==> src/rtl/assert_macros.svh <==
// Assertion macros shared by the RTL.
// No dependencies; define ASSERT_OFF to compile the checks out.
`ifndef ASSERT_MACROS_SVH
`define ASSERT_MACROS_SVH

`ifndef ASSERT_OFF

// expr must never hold while out of reset
`define ASSERT_NEVER(label, clk, rst_n, expr) \
  label: assert property (@(posedge clk) disable iff (!rst_n) !(expr)) \
    else $error("assertion failed: never");

// ante implies cons in the same cycle
`define ASSERT_IMPLIES(label, clk, rst_n, ante, cons) \
  label: assert property (@(posedge clk) disable iff (!rst_n) (ante) |-> (cons)) \
    else $error("assertion failed: implication");

// ante implies cons in the next cycle
`define ASSERT_NEXT(label, clk, rst_n, ante, cons) \
  label: assert property (@(posedge clk) disable iff (!rst_n) (ante) |=> (cons)) \
    else $error("assertion failed: next cycle");

`else

`define ASSERT_NEVER(label, clk, rst_n, expr)
`define ASSERT_IMPLIES(label, clk, rst_n, ante, cons)
`define ASSERT_NEXT(label, clk, rst_n, ante, cons)

`endif

`endif

==> src/rtl/pcqf_pkg.sv <==
// Types, codes and microcode ROM for the panel command queue framer.
// No dependencies.
package pcqf_pkg;

  // Input opcodes
  localparam logic [2:0] OP_DIAL   = 3'd0;
  localparam logic [2:0] OP_LEVEL  = 3'd1;
  localparam logic [2:0] OP_BUTTON = 3'd2;
  localparam logic [2:0] OP_SEND   = 3'd3;
  localparam logic [2:0] OP_TICK   = 3'd4;

  // Result kinds
  localparam logic [1:0] KIND_BYTE = 2'd0;
  localparam logic [1:0] KIND_ACK  = 2'd1;
  localparam logic [1:0] KIND_FULL = 2'd2;
  localparam logic [1:0] KIND_IDLE = 2'd3;

  localparam logic [15:0] GAP_RESET = 16'd100;
  localparam logic [15:0] TICK_MAX  = 16'hFFFF;

  // Microcode program counter and section entry points
  localparam int PC_W = 6;
  localparam logic [PC_W-1:0] ADDR_START  = 6'd0;
  localparam logic [PC_W-1:0] ADDR_DIAL   = 6'd3;
  localparam logic [PC_W-1:0] ADDR_LEVEL  = 6'd12;
  localparam logic [PC_W-1:0] ADDR_BUTTON = 6'd27;

  localparam logic [7:0] CHR_CR = 8'h0D;
  localparam logic [7:0] CHR_LF = 8'h0A;

  typedef enum logic [1:0] {
    QSEL_DIAL   = 2'd0,
    QSEL_LEVEL  = 2'd1,
    QSEL_BUTTON = 2'd2
  } qsel_e;

  // Byte source of one microcode step
  typedef enum logic [1:0] {
    SRC_CONST  = 2'd0,
    SRC_DIAL_A = 2'd1,
    SRC_DIAL_B = 2'd2,
    SRC_NIBBLE = 2'd3
  } src_e;

  typedef struct packed {
    src_e       src;
    logic [7:0] chr;
    logic [2:0] nib;
    logic       dispatch;  // jump to the section of the selected queue
    logic       last;      // final byte of the frame
  } ctrl_t;

  // Queue status seen by the top level
  typedef struct packed {
    logic [2:0] nonempty;
    logic [2:0] full;
  } qstat_t;

  // Sequencer status and current control word
  typedef struct packed {
    logic  busy;
    qsel_e sel;
    ctrl_t cw;
  } seq_t;

  function automatic logic [7:0] hex_digit(logic [3:0] n);
    logic [7:0] w;
    w = {4'd0, n};
    return (n < 4'd10) ? w + 8'd48 : w + 8'd55;
  endfunction

  // Microcode ROM
  function automatic ctrl_t ucode_word(logic [PC_W-1:0] pc);
    ctrl_t w;
    w = '{src: SRC_CONST, chr: 8'h00, nib: 3'd0, dispatch: 1'b0, last: 1'b0};
    unique case (pc)
      // common prefix
      6'd0:  w.chr = "S";
      6'd1:  w.chr = "W";
      6'd2:  begin w.chr = "D"; w.dispatch = 1'b1; end
      // dial frame
      6'd3:  w.chr = "R";
      6'd4:  w.src = SRC_DIAL_A;
      6'd5:  w.src = SRC_DIAL_B;
      6'd6:  w.chr = "0";
      6'd7:  w.chr = "1";
      6'd8:  w.chr = "0";
      6'd9:  w.chr = "0";
      6'd10: w.chr = CHR_CR;
      6'd11: begin w.chr = CHR_LF; w.last = 1'b1; end
      // level frame
      6'd12: w.chr = "V";
      6'd13: begin w.src = SRC_NIBBLE; w.nib = 3'd7; end
      6'd14: begin w.src = SRC_NIBBLE; w.nib = 3'd6; end
      6'd15: begin w.src = SRC_NIBBLE; w.nib = 3'd5; end
      6'd16: begin w.src = SRC_NIBBLE; w.nib = 3'd4; end
      6'd17: begin w.src = SRC_NIBBLE; w.nib = 3'd3; end
      6'd18: begin w.src = SRC_NIBBLE; w.nib = 3'd2; end
      6'd19: begin w.src = SRC_NIBBLE; w.nib = 3'd1; end
      6'd20: begin w.src = SRC_NIBBLE; w.nib = 3'd0; end
      6'd21: w.chr = "0";
      6'd22: w.chr = "1";
      6'd23: w.chr = "0";
      6'd24: w.chr = "0";
      6'd25: w.chr = CHR_CR;
      6'd26: begin w.chr = CHR_LF; w.last = 1'b1; end
      // button frame
      6'd27: w.chr = "S";
      6'd28: begin w.src = SRC_NIBBLE; w.nib = 3'd6; end
      6'd29: begin w.src = SRC_NIBBLE; w.nib = 3'd5; end
      6'd30: begin w.src = SRC_NIBBLE; w.nib = 3'd4; end
      6'd31: begin w.src = SRC_NIBBLE; w.nib = 3'd3; end
      6'd32: begin w.src = SRC_NIBBLE; w.nib = 3'd2; end
      6'd33: begin w.src = SRC_NIBBLE; w.nib = 3'd1; end
      6'd34: begin w.src = SRC_NIBBLE; w.nib = 3'd0; end
      6'd35: w.chr = "0";
      6'd36: w.chr = "0";
      6'd37: w.chr = "1";
      6'd38: w.chr = "0";
      6'd39: w.chr = "0";
      6'd40: w.chr = CHR_CR;
      6'd41: begin w.chr = CHR_LF; w.last = 1'b1; end
      default: w.last = 1'b1;
    endcase
    return w;
  endfunction

endpackage

==> src/rtl/pcqf_queues.sv <==
// Three ring queues (dial, levels, buttons) with their storage.
// Depends on pcqf_pkg.
module pcqf_queues #(
  parameter int QUEUE_DEPTH = 16
) (
  input  logic                 clk_i,
  input  logic                 rst_ni,
  input  logic                 push_i,
  input  logic                 pop_i,
  input  pcqf_pkg::qsel_e      sel_i,
  input  logic [7:0]           dial_char_i,
  input  logic [31:0]          level_word_i,
  input  logic [4:0]           button_number_i,
  output pcqf_pkg::qstat_t     stat_o,
  output logic [7:0]           dial_rd_o,
  output logic [31:0]          level_rd_o,
  output logic [4:0]           button_rd_o
);

  localparam int PTR_W = $clog2(QUEUE_DEPTH);
  localparam int CNT_W = $clog2(QUEUE_DEPTH + 1);
  localparam logic [PTR_W-1:0] PTR_LAST = PTR_W'(QUEUE_DEPTH - 1);
  localparam logic [CNT_W-1:0] CNT_FULL = CNT_W'(QUEUE_DEPTH);

  logic [PTR_W-1:0] head_q [3];
  logic [PTR_W-1:0] tail_q [3];
  logic [CNT_W-1:0] cnt_q  [3];
  logic [2:0]       push_en;
  logic [2:0]       pop_en;
  logic [2:0]       full;

  logic [7:0]  dial_mem   [QUEUE_DEPTH];
  logic [31:0] level_mem  [QUEUE_DEPTH];
  logic [4:0]  button_mem [QUEUE_DEPTH];
  logic [7:0]  dial_rd_q;
  logic [31:0] level_rd_q;
  logic [4:0]  button_rd_q;

  // Per-queue strobes
  always_comb begin
    push_en = 3'b000;
    pop_en  = 3'b000;
    unique case (sel_i)
      pcqf_pkg::QSEL_DIAL: begin
        push_en[0] = push_i && !full[0];
        pop_en[0]  = pop_i;
      end
      pcqf_pkg::QSEL_LEVEL: begin
        push_en[1] = push_i && !full[1];
        pop_en[1]  = pop_i;
      end
      pcqf_pkg::QSEL_BUTTON: begin
        push_en[2] = push_i && !full[2];
        pop_en[2]  = pop_i;
      end
      default: ;
    endcase
  end

  // Status
  always_comb begin
    for (int q = 0; q < 3; q++) begin
      full[q]            = (cnt_q[q] == CNT_FULL);
      stat_o.full[q]     = full[q];
      stat_o.nonempty[q] = (cnt_q[q] != '0);
    end
  end

  // Pointers and fill counts
  always_ff @(posedge clk_i or negedge rst_ni) begin
    if (!rst_ni) begin
      for (int q = 0; q < 3; q++) begin
        head_q[q] <= '0;
        tail_q[q] <= '0;
        cnt_q[q]  <= '0;
      end
    end else begin
      for (int q = 0; q < 3; q++) begin
        if (push_en[q]) begin
          tail_q[q] <= (tail_q[q] == PTR_LAST) ? '0 : tail_q[q] + 1'b1;
          cnt_q[q]  <= cnt_q[q] + 1'b1;
        end else if (pop_en[q]) begin
          head_q[q] <= (head_q[q] == PTR_LAST) ? '0 : head_q[q] + 1'b1;
          cnt_q[q]  <= cnt_q[q] - 1'b1;
        end
      end
    end
  end

  // Storage: write at tail, registered read at head
  always_ff @(posedge clk_i) begin
    if (push_en[0]) dial_mem[tail_q[0]]   <= dial_char_i;
    if (push_en[1]) level_mem[tail_q[1]]  <= level_word_i;
    if (push_en[2]) button_mem[tail_q[2]] <= button_number_i;
    if (pop_en[0])  dial_rd_q   <= dial_mem[head_q[0]];
    if (pop_en[1])  level_rd_q  <= level_mem[head_q[1]];
    if (pop_en[2])  button_rd_q <= button_mem[head_q[2]];
  end

  assign dial_rd_o   = dial_rd_q;
  assign level_rd_o  = level_rd_q;
  assign button_rd_o = button_rd_q;

endmodule

==> src/rtl/pcqf_sequencer.sv <==
// Microcode sequencer: step counter, ROM fetch and section dispatch.
// Depends on pcqf_pkg.
module pcqf_sequencer (
  input  logic             clk_i,
  input  logic             rst_ni,
  input  logic             launch_i,
  input  pcqf_pkg::qsel_e  sel_i,
  output pcqf_pkg::seq_t   seq_o
);

  typedef enum logic {
    SQ_IDLE,
    SQ_RUN
  } seq_state_e;

  seq_state_e                    state_q;
  logic [pcqf_pkg::PC_W-1:0]     pc_q;
  pcqf_pkg::qsel_e               sel_q;
  pcqf_pkg::ctrl_t               cw;
  logic [pcqf_pkg::PC_W-1:0]     target;

  // Fetch
  always_comb cw = pcqf_pkg::ucode_word(pc_q);

  // Section entry for the selected queue
  always_comb begin
    unique case (sel_q)
      pcqf_pkg::QSEL_DIAL:   target = pcqf_pkg::ADDR_DIAL;
      pcqf_pkg::QSEL_LEVEL:  target = pcqf_pkg::ADDR_LEVEL;
      pcqf_pkg::QSEL_BUTTON: target = pcqf_pkg::ADDR_BUTTON;
      default:               target = pcqf_pkg::ADDR_START;
    endcase
  end

  always_ff @(posedge clk_i or negedge rst_ni) begin
    if (!rst_ni) begin
      state_q <= SQ_IDLE;
      pc_q    <= pcqf_pkg::ADDR_START;
      sel_q   <= pcqf_pkg::QSEL_DIAL;
    end else begin
      unique case (state_q)
        SQ_IDLE: begin
          if (launch_i) begin
            state_q <= SQ_RUN;
            pc_q    <= pcqf_pkg::ADDR_START;
            sel_q   <= sel_i;
          end
        end
        SQ_RUN: begin
          if (cw.last) begin
            state_q <= SQ_IDLE;
          end else if (cw.dispatch) begin
            pc_q <= target;
          end else begin
            pc_q <= pc_q + 1'b1;
          end
        end
        default: state_q <= SQ_IDLE;
      endcase
    end
  end

  assign seq_o.busy = (state_q == SQ_RUN);
  assign seq_o.sel  = sel_q;
  assign seq_o.cw   = cw;

endmodule

==> src/rtl/panel_command_queue_framer.sv <==
// Panel command queue framer: enqueue, tick and send decode, byte datapath.
// Enqueues and ticks are taken whenever not busy; an enqueue or idle send answers the next cycle.
// A send streams 12 or 18 bytes one per cycle, the first passing through the sequencer state
// and the result register; busy stays high for one microcode word per byte.
// Async active-low reset empties the queues, zeroes the tick count and sets the gap
// to 100; queue storage is not cleared. Results cannot be stalled by the receiver.
`include "assert_macros.svh"

module panel_command_queue_framer #(
  parameter int QUEUE_DEPTH = 16
) (
  input  logic        clk_i,
  input  logic        rst_ni,
  input  logic        start,
  output logic        busy,
  input  logic [2:0]  opcode_i,
  input  logic signed [7:0] dial_char_i,
  input  logic [7:0]  level_it_i,
  input  logic [7:0]  level_if_i,
  input  logic [7:0]  squelch_level_i,
  input  logic [7:0]  volume_level_i,
  input  logic [4:0]  button_number_i,
  input  logic        cfg_we_i,
  input  logic [15:0] cfg_wdata_i,
  output logic        strobe_o,
  output logic [1:0]  kind_o,
  output logic [7:0]  out_byte_o,
  output logic        last_o
);

  pcqf_pkg::qstat_t qstat;
  pcqf_pkg::seq_t   seq;
  pcqf_pkg::qsel_e  sel;
  pcqf_pkg::qsel_e  q_sel;

  logic        accept;
  logic        is_enq;
  logic        is_send;
  logic        ready;
  logic        btn_ok;
  logic        enq_full;
  logic [7:0]  dial_rd;
  logic [31:0] level_rd;
  logic [4:0]  button_rd;
  logic [31:0] word;
  logic [3:0]  nibble;
  logic [7:0]  dial_a;
  logic [7:0]  dial_b;
  logic [7:0]  byte_val;

  logic [15:0] gap_q;
  logic [15:0] ticks_q, ticks_d;
  logic        strobe_q, strobe_d;
  logic [1:0]  kind_q, kind_d;
  logic [7:0]  byte_q, byte_d;
  logic        last_q, last_d;

  assign accept  = start && !seq.busy;
  assign is_send = (opcode_i == pcqf_pkg::OP_SEND);
  assign btn_ok  = qstat.nonempty[2] && (ticks_q > gap_q);

  // Enqueue decode and send priority
  always_comb begin
    is_enq = 1'b1;
    q_sel  = pcqf_pkg::QSEL_DIAL;
    case (opcode_i)
      pcqf_pkg::OP_DIAL:   q_sel = pcqf_pkg::QSEL_DIAL;
      pcqf_pkg::OP_LEVEL:  q_sel = pcqf_pkg::QSEL_LEVEL;
      pcqf_pkg::OP_BUTTON: q_sel = pcqf_pkg::QSEL_BUTTON;
      default:             is_enq = 1'b0;
    endcase
    ready = 1'b1;
    if (qstat.nonempty[0]) begin
      sel = pcqf_pkg::QSEL_DIAL;
    end else if (qstat.nonempty[1]) begin
      sel = pcqf_pkg::QSEL_LEVEL;
    end else begin
      sel   = pcqf_pkg::QSEL_BUTTON;
      ready = btn_ok;
    end
    enq_full = qstat.full[q_sel];
  end

  pcqf_queues #(
    .QUEUE_DEPTH (QUEUE_DEPTH)
  ) u_queues (
    .clk_i           (clk_i),
    .rst_ni          (rst_ni),
    .push_i          (accept && is_enq),
    .pop_i           (accept && is_send && ready),
    .sel_i           (is_send ? sel : q_sel),
    .dial_char_i     (dial_char_i),
    .level_word_i    ({level_it_i, level_if_i, squelch_level_i, volume_level_i}),
    .button_number_i (button_number_i),
    .stat_o          (qstat),
    .dial_rd_o       (dial_rd),
    .level_rd_o      (level_rd),
    .button_rd_o     (button_rd)
  );

  pcqf_sequencer u_seq (
    .clk_i    (clk_i),
    .rst_ni   (rst_ni),
    .launch_i (accept && is_send && ready),
    .sel_i    (sel),
    .seq_o    (seq)
  );

  // Dial step characters
  always_comb begin
    dial_a = "8";
    dial_b = "0";
    if (!dial_rd[7] && dial_rd >= "A") begin
      dial_a = "7";
      dial_b = dial_rd;
    end else if (!dial_rd[7] && dial_rd > "0") begin
      dial_b = dial_rd;
    end
  end

  // Hex digit source: level word or button bit mask
  always_comb begin
    if (seq.sel == pcqf_pkg::QSEL_LEVEL) begin
      word = level_rd;
    end else begin
      word = (button_rd == 5'd0) ? 32'd0 : (32'd1 << button_rd);
    end
    nibble = word[{seq.cw.nib, 2'b00} +: 4];
  end

  // Byte select from the control word
  always_comb begin
    case (seq.cw.src)
      pcqf_pkg::SRC_DIAL_A: byte_val = dial_a;
      pcqf_pkg::SRC_DIAL_B: byte_val = dial_b;
      pcqf_pkg::SRC_NIBBLE: byte_val = pcqf_pkg::hex_digit(nibble);
      default:              byte_val = seq.cw.chr;
    endcase
  end

  // Result register and tick counter next state
  always_comb begin
    strobe_d = 1'b0;
    kind_d   = pcqf_pkg::KIND_BYTE;
    byte_d   = 8'd0;
    last_d   = 1'b0;
    ticks_d  = ticks_q;
    if (seq.busy) begin
      strobe_d = 1'b1;
      byte_d   = byte_val;
      last_d   = seq.cw.last;
    end else if (accept) begin
      if (is_enq) begin
        strobe_d = 1'b1;
        kind_d   = enq_full ? pcqf_pkg::KIND_FULL : pcqf_pkg::KIND_ACK;
        last_d   = 1'b1;
      end else if (is_send) begin
        if (!ready) begin
          strobe_d = 1'b1;
          kind_d   = pcqf_pkg::KIND_IDLE;
          last_d   = 1'b1;
        end else if (sel == pcqf_pkg::QSEL_BUTTON) begin
          ticks_d = 16'd0;
        end
      end else if (opcode_i == pcqf_pkg::OP_TICK && ticks_q != pcqf_pkg::TICK_MAX) begin
        ticks_d = ticks_q + 16'd1;
      end
    end
  end

  always_ff @(posedge clk_i or negedge rst_ni) begin
    if (!rst_ni) begin
      gap_q    <= pcqf_pkg::GAP_RESET;
      ticks_q  <= 16'd0;
      strobe_q <= 1'b0;
      kind_q   <= pcqf_pkg::KIND_BYTE;
      byte_q   <= 8'd0;
      last_q   <= 1'b0;
    end else begin
      if (cfg_we_i) gap_q <= cfg_wdata_i;
      ticks_q  <= ticks_d;
      strobe_q <= strobe_d;
      kind_q   <= kind_d;
      byte_q   <= byte_d;
      last_q   <= last_d;
    end
  end

  assign busy       = seq.busy;
  assign strobe_o   = strobe_q;
  assign kind_o     = kind_q;
  assign out_byte_o = byte_q;
  assign last_o     = last_q;

  // Checks
  `ASSERT_NEXT(a_busy_streams, clk_i, rst_ni, busy, strobe_o && kind_o == pcqf_pkg::KIND_BYTE)
  `ASSERT_IMPLIES(a_last_frees, clk_i, rst_ni, strobe_o && last_o && kind_o == pcqf_pkg::KIND_BYTE, !busy)
  `ASSERT_NEXT(a_tick_silent, clk_i, rst_ni, start && !busy && opcode_i == pcqf_pkg::OP_TICK, !strobe_o)
  `ASSERT_NEVER(a_status_last, clk_i, rst_ni, strobe_o && kind_o != pcqf_pkg::KIND_BYTE && !last_o)

endmodule
==> config.mk <==
export PLATFORM = sky130hd
export DESIGN_NAME = panel_command_queue_framer
export DESIGN_NICKNAME = d
export VERILOG_FILES = /design/src/rtl/pcqf_pkg.sv /design/src/rtl/pcqf_queues.sv /design/src/rtl/pcqf_sequencer.sv /design/src/rtl/panel_command_queue_framer.sv
export VERILOG_INCLUDE_DIRS = /design/src /design/src/rtl
export SDC_FILE = /design/constraint.sdc
export NUM_CORES = 1
export LEC_CHECK = 0
export BUFFER_PORTS_ARGS = -buffer_cell sky130_fd_sc_hd__buf_2
export CAP_MARGIN = 20
export CELL_PAD_IN_SITES_DETAIL_PLACEMENT = 1
export CELL_PAD_IN_SITES_GLOBAL_PLACEMENT = 1
export CORE_UTILIZATION = 55
export DETAILED_ROUTE_END_ITERATION = 10
export GPL_TIMING_DRIVEN = 0
export PLACE_DENSITY = 0.8
export RECOVER_POWER = 25
export SYNTH_ARGS = -nofsm -noshare
export SYNTH_HDL_FRONTEND = slang
export SYNTH_SLANG_ARGS = --single-unit
==> constraint.sdc <==
create_clock -name clk_i -period 12.9 [get_ports clk_i]
set_input_delay 2.58 -clock clk_i [delete_from_list [all_inputs] [get_ports clk_i]]
set_output_delay 2.58 -clock clk_i [all_outputs]
set_load 0.005 [all_outputs]
## Word level (Yosys, flattened, before mapping)

Memories as Yosys holds them, arrays and structs flattened. A register that Yosys moved wholly into a read port is not among the register bits.
Cells that the tools add are included.

| storage, ports and cells | value |
|---|---|
| flip-flop bits (word level) | 92 |
| bits in writable memories | 720 |
| logic and storage cells | 234 |
| memories kept | 3 |

Memories:

| name | words | bits a word | rd ports | clocked after Yosys merged registers in | wr ports | line | RTL |
|---|---|---|---|---|---|---|---|
| u_queues.level_mem | 16 | 32 | 1 | 1 | 1 | pcqf_queues.sv:33 | `logic [31:0] level_mem [QUEUE_DEPTH];` |
| u_queues.dial_mem | 16 | 8 | 1 | 1 | 1 | pcqf_queues.sv:32 | `logic [7:0] dial_mem [QUEUE_DEPTH];` |
| u_queues.button_mem | 16 | 5 | 1 | 1 | 1 | pcqf_queues.sv:34 | `logic [4:0] button_mem [QUEUE_DEPTH];` |

| operators by class | value |
|---|---|
| $add $sub $neg | 16 |
| $lt $le $gt $ge | 5 |
| equality and inequality tests | 67 |
| shift operators | 2 |
| muxes and demuxes | 70 |
| bitwise logic cells | 5 |
| reductions and logical operators | 48 |

Operators with widths:

| kind | number |
|---|---|
| == test 6 x 5 -> 1 bit (second input constant) | 16 |
| 2-to-1 mux 16 bit | 4 |
| 2-to-1 mux 32 bit | 2 |
| case mux 7 bit (9 select lines) | 1 |
| == test 6 bit (second input constant) | 10 |
| == test 6 x 4 -> 1 bit (second input constant) | 8 |
| OR reduction 39 bit | 1 |
| variable part select 32 x 6 -> 4 bit | 1 |
| << shifter 1 x 5 -> 32 bit (first input constant) | 1 |
| 2-to-1 mux 5 bit | 6 |
| 2-to-1 mux 4 bit | 7 |
| 2-to-1 mux 1 bit | 26 |
| adder 4 x 1 -> 4 bit (second input constant) | 6 |
| == test 4 bit (second input constant) | 6 |
| == test 6 x 3 -> 1 bit (second input constant) | 4 |
| 2-to-1 mux 8 bit | 3 |
| case mux 8 bit (3 select lines) | 1 |
| case mux 3 bit (7 select lines) | 1 |
| 2-to-1 mux 2 bit | 9 |
| 2-to-1 mux 6 bit | 3 |
| adder 16 x 1 -> 16 bit (second input constant) | 1 |
| greater-than comparator 16 bit | 1 |
| inequality test 16 bit (second input constant) | 1 |
| adder 5 x 1 -> 5 bit (second input constant) | 3 |
| other kinds (39) | 91 |

## Logic depth before layout (Yosys ltp)

Gate-level depths: netlist (run 1).

| depth | value |
|---|---|
| depth in word-level cells | 9 |
| gate-level depth with buffers | 15 |

## By module

A second synthesis (run 1) with hierarchy kept.

| second synthesis, totals | value |
|---|---|
| cells, all modules | 2222 |
| area, all modules | 36209.7 um^2 |

By module, submodules not included:

| module | times used | cells an instance | area each (um^2) | sequential area each (um^2) |
|---|---|---|---|---|
| pcqf_queues | 1 | 1615 | 31499.0 | 23948.0 |
| panel_command_queue_framer | 1 | 432 | 3474.6 | 1104.8 |
| pcqf_sequencer | 1 | 175 | 1236.2 | 225.2 |

## Least setup slack after synthesis (run 1)

Ideal clock, no wire load.

| timing path | value |
|---|---|
| path type | input to register |
| start | in opcode_i[2] |
| end | reg u_queues.cnt_q[6] (netlist name) |
| library setup time | 0.126 ns |
| arrival | 6.682 ns |
| data required time | 12.774 ns |
| slack | 6.093 ns |
| cell stages on the path | 6 |
| path buffers | 1 |
| cell sequence | clkbuf_1 -> nor2_1 -> nand2_1 -> nor3_1 -> nor2_1 -> mux2_2 |

| on the way | value |
|---|---|
| elaborated cells on any way between the ends | 17 |
| those cells by class | 4 x eq/ne; 6 x mux; 7 x reduce/logical |

RTL lines:

| what | line | RTL |
|---|---|---|
| start: declaration | panel_command_queue_framer.sv:16 | `input logic [2:0] opcode_i,` |
| == test 3 x 2 -> 1 bit or == test 3 x 1 -> 1 bit (tied branches) | panel_command_queue_framer.sv:66 | `case (opcode_i)` |
| case mux 2 bit (2 select lines) | panel_command_queue_framer.sv:66 |  |
| 2-to-1 mux 2 bit | panel_command_queue_framer.sv:91 | `.sel_i (is_send ? sel : q_sel),` |
| == test 2 x 1 -> 1 bit | pcqf_queues.sv:43 | `unique case (sel_i)` |
| 2-to-1 mux 1 bit (*) | pcqf_queues.sv:43 |  |
| named net u_queues.pop_en[1] | pcqf_queues.sv:29 | `logic [2:0] pop_en;` |
| nonzero test 2 bit (no source line) (*) | n/a |  |
| end signal: indexed assignment | pcqf_queues.sv:81 | `cnt_q[q] <= cnt_q[q] + 1'b1;` |
| end signal: indexed assignment | pcqf_queues.sv:84 | `cnt_q[q] <= cnt_q[q] - 1'b1;` |
| end: declaration | pcqf_queues.sv:27 | `logic [CNT_W-1:0] cnt_q [3];` |

Mark *: on every way through the listed nets, which the timed path passes. The rest lies on a longest branch.
A chain may end at the register's enable or synchronous reset.

## Worst setup path in the final report (run 1)

| timing path | value |
|---|---|
| start | in opcode_i[1] |
| end | mem u_queues.dial_mem[9][5], enable pin |

| on the way | value |
|---|---|
| longest elaborated chain between the ends | 8 |
| elaborated cells on any way between the ends | 14 |
| those cells by class | 3 x eq/ne; 6 x mux; 5 x reduce/logical |

Ends and longest elaborated chain:

| what | line | RTL |
|---|---|---|
| == test 3 x 2 -> 1 bit, or another cell as far along | panel_command_queue_framer.sv:66 |  |
| OR reduction 3 bit (no source line) | n/a |  |
| 2-to-1 mux 1 bit | panel_command_queue_framer.sv:66 |  |
| logical AND 1 bit | panel_command_queue_framer.sv:89 | `.push_i (accept && is_enq),` |
| logical AND 1 bit | pcqf_queues.sv:45 | `push_en[0] = push_i && !full[0];` |
| 2-to-1 mux 1 bit (*) | pcqf_queues.sv:43 |  |
| 2-to-1 mux 1 bit (*) | pcqf_queues.sv:92 | `if (push_en[0]) dial_mem[tail_q[0]] <= dial_char_i;` |
| 2-to-1 mux 1 bit (not written as such) (*) | pcqf_queues.sv:92 |  |
| end: declaration | pcqf_queues.sv:32 |  |

Mark *: on every way between the ends. The rest lies on a longest branch, timed or not.

==> results of run 1 <==
-- power groups by stage --
stage	clock network, mW	logic [mW]	registers, mW
5_1_grt	2.65	1.53	3.23
3_5_place_dp	0	1.37	3.27
2_1_floorplan	0	0.922	3.25
4_1_cts	2.56	1.41	3.22
3_3_place_gp	0	1.27	3.26
6_report	2.54	1.44	3.22
-- metrics by stage --
| step | hold slack (ps) | total power [mW] | instance area [um2] | utilization, % |
|---|---|---|---|---|
| 6_report | 528 | 7.20 | 40500 | 64.0 |
| 3_5_place_dp | 491 | 4.64 | 37600 | 59.5 |
| 4_1_cts | 527 | 7.19 | 40500 | 64.0 |
| 5_1_grt | 550 | 7.41 | 40500 | 64.0 |
| 2_1_floorplan | 459 | 4.17 | 35400 | - |
| 3_3_place_gp | 484 | 4.53 | 36900 | 58.2 |
-- synthesized netlist by cell type (12+ instances only) --
cell and instances:
edfxtp_1 765, nand2_1 143, mux4_2 133, o21ai_0 123, mux2i_1 111, dfrtp_1 89
clkbuf_1 76, nor2_1 76, a21oi_1 73, ha_1 51, inv_1 49, a221oi_1 34
a22oi_1 33, mux2_2 30, nand3_1 30, nor3_1 21, buf_1 18, xnor2_1 18
a21o_1 16, nand2b_1 14, nand4_1 13, and3_1 12, nor2b_1 12, nor4_1 12
-- per-layer routing --
metal	vias to the layer above	GRT usage (%)
li1	8751	-
met1	11100	40.9
met2	1211	50.8
met3	240	6.42
met4	2	11.2
met5	-	0
-- how the worst min path moves through the flow --
stage	from	to	slack (ps)	cells past startpoint
floorplan	u_queues.cnt_q[14]	u_queues.cnt_q[14]	460	1
global route	u_queues.cnt_q[9]	u_queues.cnt_q[9]	550	1
global placement	u_queues.cnt_q[4]	u_queues.cnt_q[4]	480	1
finish	u_queues.tail_q[11]	u_queues.tail_q[11]	530	1
detailed placement	u_queues.cnt_q[4]	u_queues.cnt_q[4]	490	1
CTS	u_queues.tail_q[11]	u_queues.tail_q[11]	530	1
-- cells by family after synthesis --
| family | share of synthesized area (%) |
|---|---|
| flip-flops | 71.4 |
| AND/OR/NAND/NOR | 5.09 |
| AO/OA/AOI/OAI | 6.57 |
| multiplexers | 12.6 |
| buffers and inverters | 1.68 |
| adder cells (fa/ha/maj) | 1.97 |
| XOR/XNOR | 0.643 |
| other | 0.0106 |
-- cells in the final DEF, fill, tap and decap left out, drive strengths merged, types with 16 or more instances in the layout --
cell    netlist  routed
edfxtp      765     765
o21ai       126     126
mux4        133     133
a21oi        73      73
nor2         80      80
mux2         32      32
nor3         21      21
nand2       145     145
buf          27     118
a22oi        33      33
nand3        31      31
mux2i       111     111
clkbuf       77     212
a21o         16      16
clkinv        1      36
inv          49      51
xnor2        18      18
ha           51      51
a221oi       35      35
dfrtp        89      89
-- worst max-delay path, cell delays in order --
cell and delay (ps):
buf_2 160, nor2_1 320, and3_1 290, clkbuf_1 340, clkinv_1 480, nor2_1 230, nand2_1 140, nor2_1 840
-- area by class of cell --
class	count	area (um2)	share of cell area (%)
flip-flops and latches	857	25300	62.4
clock inverters	57	608	1.50
inverters	50	188	0.463
repair buffers	126	1060	2.61
well taps	846	1060	2.61
diodes	6	15.0	0.0371
plain buffers	104	405	1.00
clock buffers	100	2240	5.52
multi-input cells	1088	9670	23.9
-- registers in the layout, indices dropped and copies added (netlist names), 5 cells and up --
register              count
gap_q                    16
out_byte_o                8
ticks_q                  16
u_queues.button_mem      80
u_queues.button_rd_o      5
u_queues.cnt_q           15
u_queues.dial_mem       128
u_queues.dial_rd_o        8
u_queues.head_q          12
u_queues.level_mem      512
u_queues.level_rd_o      32
u_queues.tail_q          12
u_seq.pc_q                6
==> key figures, run 1 <==
Clock tree
  • CTS tree: built
  • CTS Buffer Depth: 3
  • CTS sink count: roughly 860
  • Clock slew at reported path FFs: 70 ps
  • Clock Latency Late Sink: about 660 ps
  • TritonCTS Buffers: 86
  • Clock Tree Root: clkbuf_16
  • Post-CTS Hold Buffers: 0
  • Setup Fix Bufs, Post-CTS: 0
  • Post-cts resize count: 0
  • Number of H-tree levels: 3

Drt
  • WL met1: ~38,000 um
  • Wire per inst: about 31 um
  • DRC: 0
  • Drt total wl: 99,500 um
  • Routed Antenna Nets: 0
  • Metal3 WL: between 8000 and 9000 um
  • Max Used Layer: met5
  • Met2 Routed Length: between 40,000 and 50,000 um
  • Pre-antenna DRT Iters: 5
  • Iteration-0 DRC count of the detailed router: approximately 2,500
  • Vias per cell: roughly 6.6
  • Vias: approximately 21,000

Power
  • Seq pwr share: about 45%
  • Internal: between 5 and 6 mW
  • Sw Pwr: approximately 2.0 mW
  • Leakage power: ~13 nW
  • Power density over the cells: 178 nW/um2
  • Clock power share: a little over a third
  • Gate power share: between 20% and 30%
  • Switch share: 28.2%
  • Max IR drop VDD: 0.121 mV

Worst setup path
  • Required time of the critical path: 13,150 ps
  • CP endpoint: u_queues.dial_mem[9][5]
  • Setup CP Type: primary input to register
  • Critical Path Source: opcode_i[1]
  • Arr. time, crit path: 5380 ps
  • Setup crit start kind: primary input
  • Reg2reg end: out_byte_o[2]
  • CP Max Fanout: 12
  • Setup crit end kind: register
  • R2r setup slk: 8690 ps
  • Cells on worst reg2reg path: 13
  • Reg-to-reg critical path startpoint: u_seq.pc_q[0]

Global route
  • First-pass GRT wire length: between 100,000 and 150,000 um
  • Total global-route track usage: between 30% and 40%
  • Antenna violations before repair: 8
  • Number of global-route vias before repair: between 20,000 and 25,000
  • Largest net degree at the start of global routing: 65
  • GR Overflow Total: 0

Synth
  • Synth top area share: 64.9%
  • FFs w/ async S/R, synth: a little over a tenth
  • Seq cells post-synth: approximately 860
  • Syn avg cell area: 16.9 um2
  • Synthesized instance count: around 2,100
  • Synth top area cells: edfxtp_1 65%, mux4_2 8.5%, dfrtp_1 6.3%
  • EDFF count, synth: roughly 770
  • Mapped Area: between 30,000 and 40,000 um2
  • Primary FF master, synth: edfxtp_1
  • Top cell type by total area after synthesis: edfxtp_1
  • Synth cell types: 90
  • YS warnings: 0
  • Synthesized Nets: between 2,000 and 2,500
  • Post-synthesis sequential area ratio: 71.4%

Timing
  • Setup_tns: 0 ps
  • Relative slew slack: -33.7%
  • Clock period minus worst slack: a little over 5000 ps
  • Final cycle utilization of the critical path: between 30 and 40%
  • Endpoints failing setup: 0
  • Max Slew Vio Count: 29
  • Max Fclk: 195 MHz
  • RSZ-0062 raised after global routing: no
  • Slew @ Worst Pin: approximately 2000 ps
  • Final clock skew: between 30 and 40 ps
  • Count of final hold-check violations: 0
  • Final worst slack: between 7000 and 8000 ps

Placed design
  • Routability cong.: about 0.85
  • PortBufs: 79
  • Pre-CTS setup slack: between 7000 and 8000 ps
  • Post-DP HPWL: ~64,000 um
  • Inst Count DP: roughly 3,100

Floorplan
  • Die width: 256 um
  • Placeable Area: between 60,000 and 70,000 um2
  • Initial Utilization: ~56%
  • FP Rows: roughly 90
  • Die height: ~260 um
  • IO Pins: 81
  • Die area: around 65,000 um2

Final layout
  • Post-Layout Cell Count: approximately 3,200
  • Final #Nets: 2,435
  • Layout cells sized above 1: ~18%
  • Synth-to-Final Area Change: 14.5%
  • # fillers: 5,588

Run
  • Max-cap violations: 1

Status
  • Failing checks: max-capacitance violations, max-slew violations
  • Status: complete, but fails checks

Min path
  • Worst min path class: register to register
No activity file was read; power rests on OpenSTA's default activity.
==> inputs of run 2 (changes only) <==
CORE_UTILIZATION = 49   (was 55)
PLACE_DENSITY = 0.75   (was 0.8)
clock period = 4.31 ns   (was 12.9 ns; I/O delays follow)
==> key figures, run 2 (synthesis gave the netlist of run 1 again) <==
Global route
  • Largest net degree at the start of global routing: 66
  • GR Overflow Total: 0
  • Number of global-route vias before repair: between 20,000 and 25,000
  • Antenna violations before repair: 4
  • First-pass GRT wire length: between 100,000 and 150,000 um
  • Total global-route track usage: around 25%

Clock tree
  • Clock Latency Late Sink: between 600 and 700 ps
  • Setup Fix Bufs, Post-CTS: 0
  • Post-CTS Hold Buffers: 0
  • CTS tree: built
  • Clock Tree Root: clkbuf_16
  • TritonCTS Buffers: just under 90
  • Number of H-tree levels: 3
  • Post-cts resize count: 0
  • Clock slew at reported path FFs: roughly 60 ps
  • CTS sink count: between 800 and 900
  • CTS Buffer Depth: 3

Power
  • Sw Pwr: roughly 5.8 mW
  • Internal: between 15 and 20 mW
  • Leakage power: around 13 nW
  • Gate power share: roughly 20%
  • Power density over the cells: roughly 520 nW/um2
  • Clock power share: 34.9%
  • Switch share: between 20 and 30%
  • Max IR drop VDD: 0.307 mV
  • Seq pwr share: 45.2%

Timing
  • Clock period minus worst slack: slightly above 4000 ps
  • Max Slew Vio Count: 28
  • RSZ-0062 raised after global routing: no
  • Final worst slack: between 200 and 250 ps
  • Slew @ Worst Pin: 1910 ps
  • Relative slew slack: -27.6%
  • Endpoints failing setup: 0
  • Max Fclk: 245 MHz
  • Final cycle utilization of the critical path: between 90% and 100%
  • Final clock skew: approximately 24 ps
  • Setup_tns: 0 ps
  • Count of final hold-check violations: 0

Floorplan
  • Initial Utilization: between 40% and 50%
  • Die height: 271 um
  • Die area: roughly 73,000 um2
  • FP Rows: 98
  • IO Pins: 81
  • Die width: approximately 270 um
  • Placeable Area: 71,500 um2

Run
  • Max-cap violations: 1

Placed design
  • Post-DP HPWL: between 60,000 and 70,000 um
  • Routability cong.: between 0.8 and 0.9
  • Pre-CTS setup slack: roughly 280 ps
  • PortBufs: between 70 and 80
  • Inst Count DP: between 3,000 and 4,000

Min path
  • Worst min path class: primary input to register
  • Hold EP: gap_q[9]
  • Hold Crit Start: cfg_wdata_i[9]
  • WHS Path Cells: 3

Worst setup path
  • Arr. time, crit path: approximately 4600 ps
  • Delay-heaviest family, CP: compound AO/OA/AOI/OAI gates
  • Setup crit start kind: register
  • CP cell instances: ha_1 -> clkbuf_1 -> nand2b_1 -> a211oi_1 -> or2_1 -> clkbuf_1 -> mux4_2 -> a32o_1 -> a21oi_1 -> ha_1 -> nand2_1 -> o21ai_0 -> o32ai_1
  • Slowest CP cell: a21oi_1
  • Setup crit end kind: register
  • Worst stage delay on the critical path: 520 ps
  • Crit path buf inv count: 2
  • Cells on worst reg2reg path: 13
  • CP Max Fanout: 8
  • Reg2reg end: out_byte_o[1]
  • Required time of the critical path: between 4000 and 5000 ps
  • Reg-to-reg critical path startpoint: u_seq.pc_q[0]
  • Setup CP Type: register to register
  • R2r setup slk: roughly 230 ps

Final layout
  • Post-Layout Cell Count: between 3,000 and 4,000
  • Layout cells sized above 1: a little under a fifth
  • Most frequent cells in the layout: 765 x edfxtp_1, 143 x nand2_1, 133 x mux4_2
  • Most common cell after layout, fill and taps aside: edfxtp_1
  • Max reg flops: ~510
  • Synth-to-Final Area Change: 14.7%
  • Final #Nets: approximately 2,400

Drt
  • Routed Antenna Nets: 0
  • Vias per cell: about 6
  • Vias: a little over 20,000
  • DRC: 0
  • Iteration-0 DRC count of the detailed router: 1,877
  • Drt total wl: between 90,000 and 100,000 um
  • Pre-antenna DRT Iters: 5
  • Wire per inst: around 28 um

Status
  • Failing checks: max-capacitance violations, max-slew violations
  • Status: complete, but fails checks
## run 2: changes by cell type in the layout (fill, tap and decap cells not counted), moves of 5 or more
cell,change
clkinv_1,-7
buf_12,+5
clkinvlp_4,-6
nor3_4,+5
clkbuf_8,+5
buf_6,-19
clkinv_2,+5
nor3_2,-5
## run 2: how the worst max path moves through the flow
stage / startpoint / to / slack [ps] / depth (start not counted)
after floorplan: opcode_i[2] / u_queues.cnt_q[6] / 530 / 6
after global placement: opcode_i[2] / u_queues.level_mem[11][13] / -1470 / 7
after detailed placement: opcode_i[2] / u_queues.dial_mem[10][4] / 280 / 8
after CTS: u_seq.pc_q[0] / out_byte_o[1] / 280 / 13
after global routing: u_seq.pc_q[0] / out_byte_o[1] / 10 / 13
final: u_seq.pc_q[0] / out_byte_o[1] / 230 / 13
## run 2: layer usage
layer	share of wire (%)	vias up	global-route usage, %
met2	51	713	44.1
li1	-	8744	-
met1	40	10800	33.1
met5	0.035	-	0
met4	2.7	6	8.13
met3	5.8	158	3.68
## run 2: per-stage QoR
step           util (%)  hold slack (ps)  power (mW)  instance area, um2
2_1_floorplan         -              459        12.5               35400
3_3_place_gp       51.8              486        13.6               37000
3_5_place_dp       52.9              518        13.9               37800
4_1_cts            56.8              161        21.4               40600
5_1_grt            56.8              454        22.0               40600
6_report           56.8              452        21.3               40600
## run 2: worst reg2reg max path: cells and delay by family, from the launching register on
| family | cells | cell delay (ps) |
|---|---|---|
| AO/OA/AOI/OAI | 5 | 1470 |
| buffers and inverters | 2 | 680 |
| adder cells (fa/ha/maj) | 2 | 550 |
| flip-flops | 1 | 480 |
| multiplexers | 1 | 410 |
| AND/OR/NAND/NOR | 3 | 380 |
## run 2: power groups by stage
stage	sequential, mW	clock (mW)	combinational (mW)
5_1_grt	9.65	7.80	4.54
3_5_place_dp	9.78	0	4.17
3_3_place_gp	9.75	0	3.84
2_1_floorplan	9.71	0	2.77
6_report	9.62	7.43	4.22
4_1_cts	9.61	7.53	4.23
## run 2: cell type report
type	instances	area (um2)
flip-flops and latches	857	25300
fillers	6447	30900
repair buffers	117	1050
clock buffers	111	2370
clock inverters	44	422
inverters	50	188
diodes	2	5.00
plain buffers	104	405
well taps	950	1190
multi-input cells	1088	9700
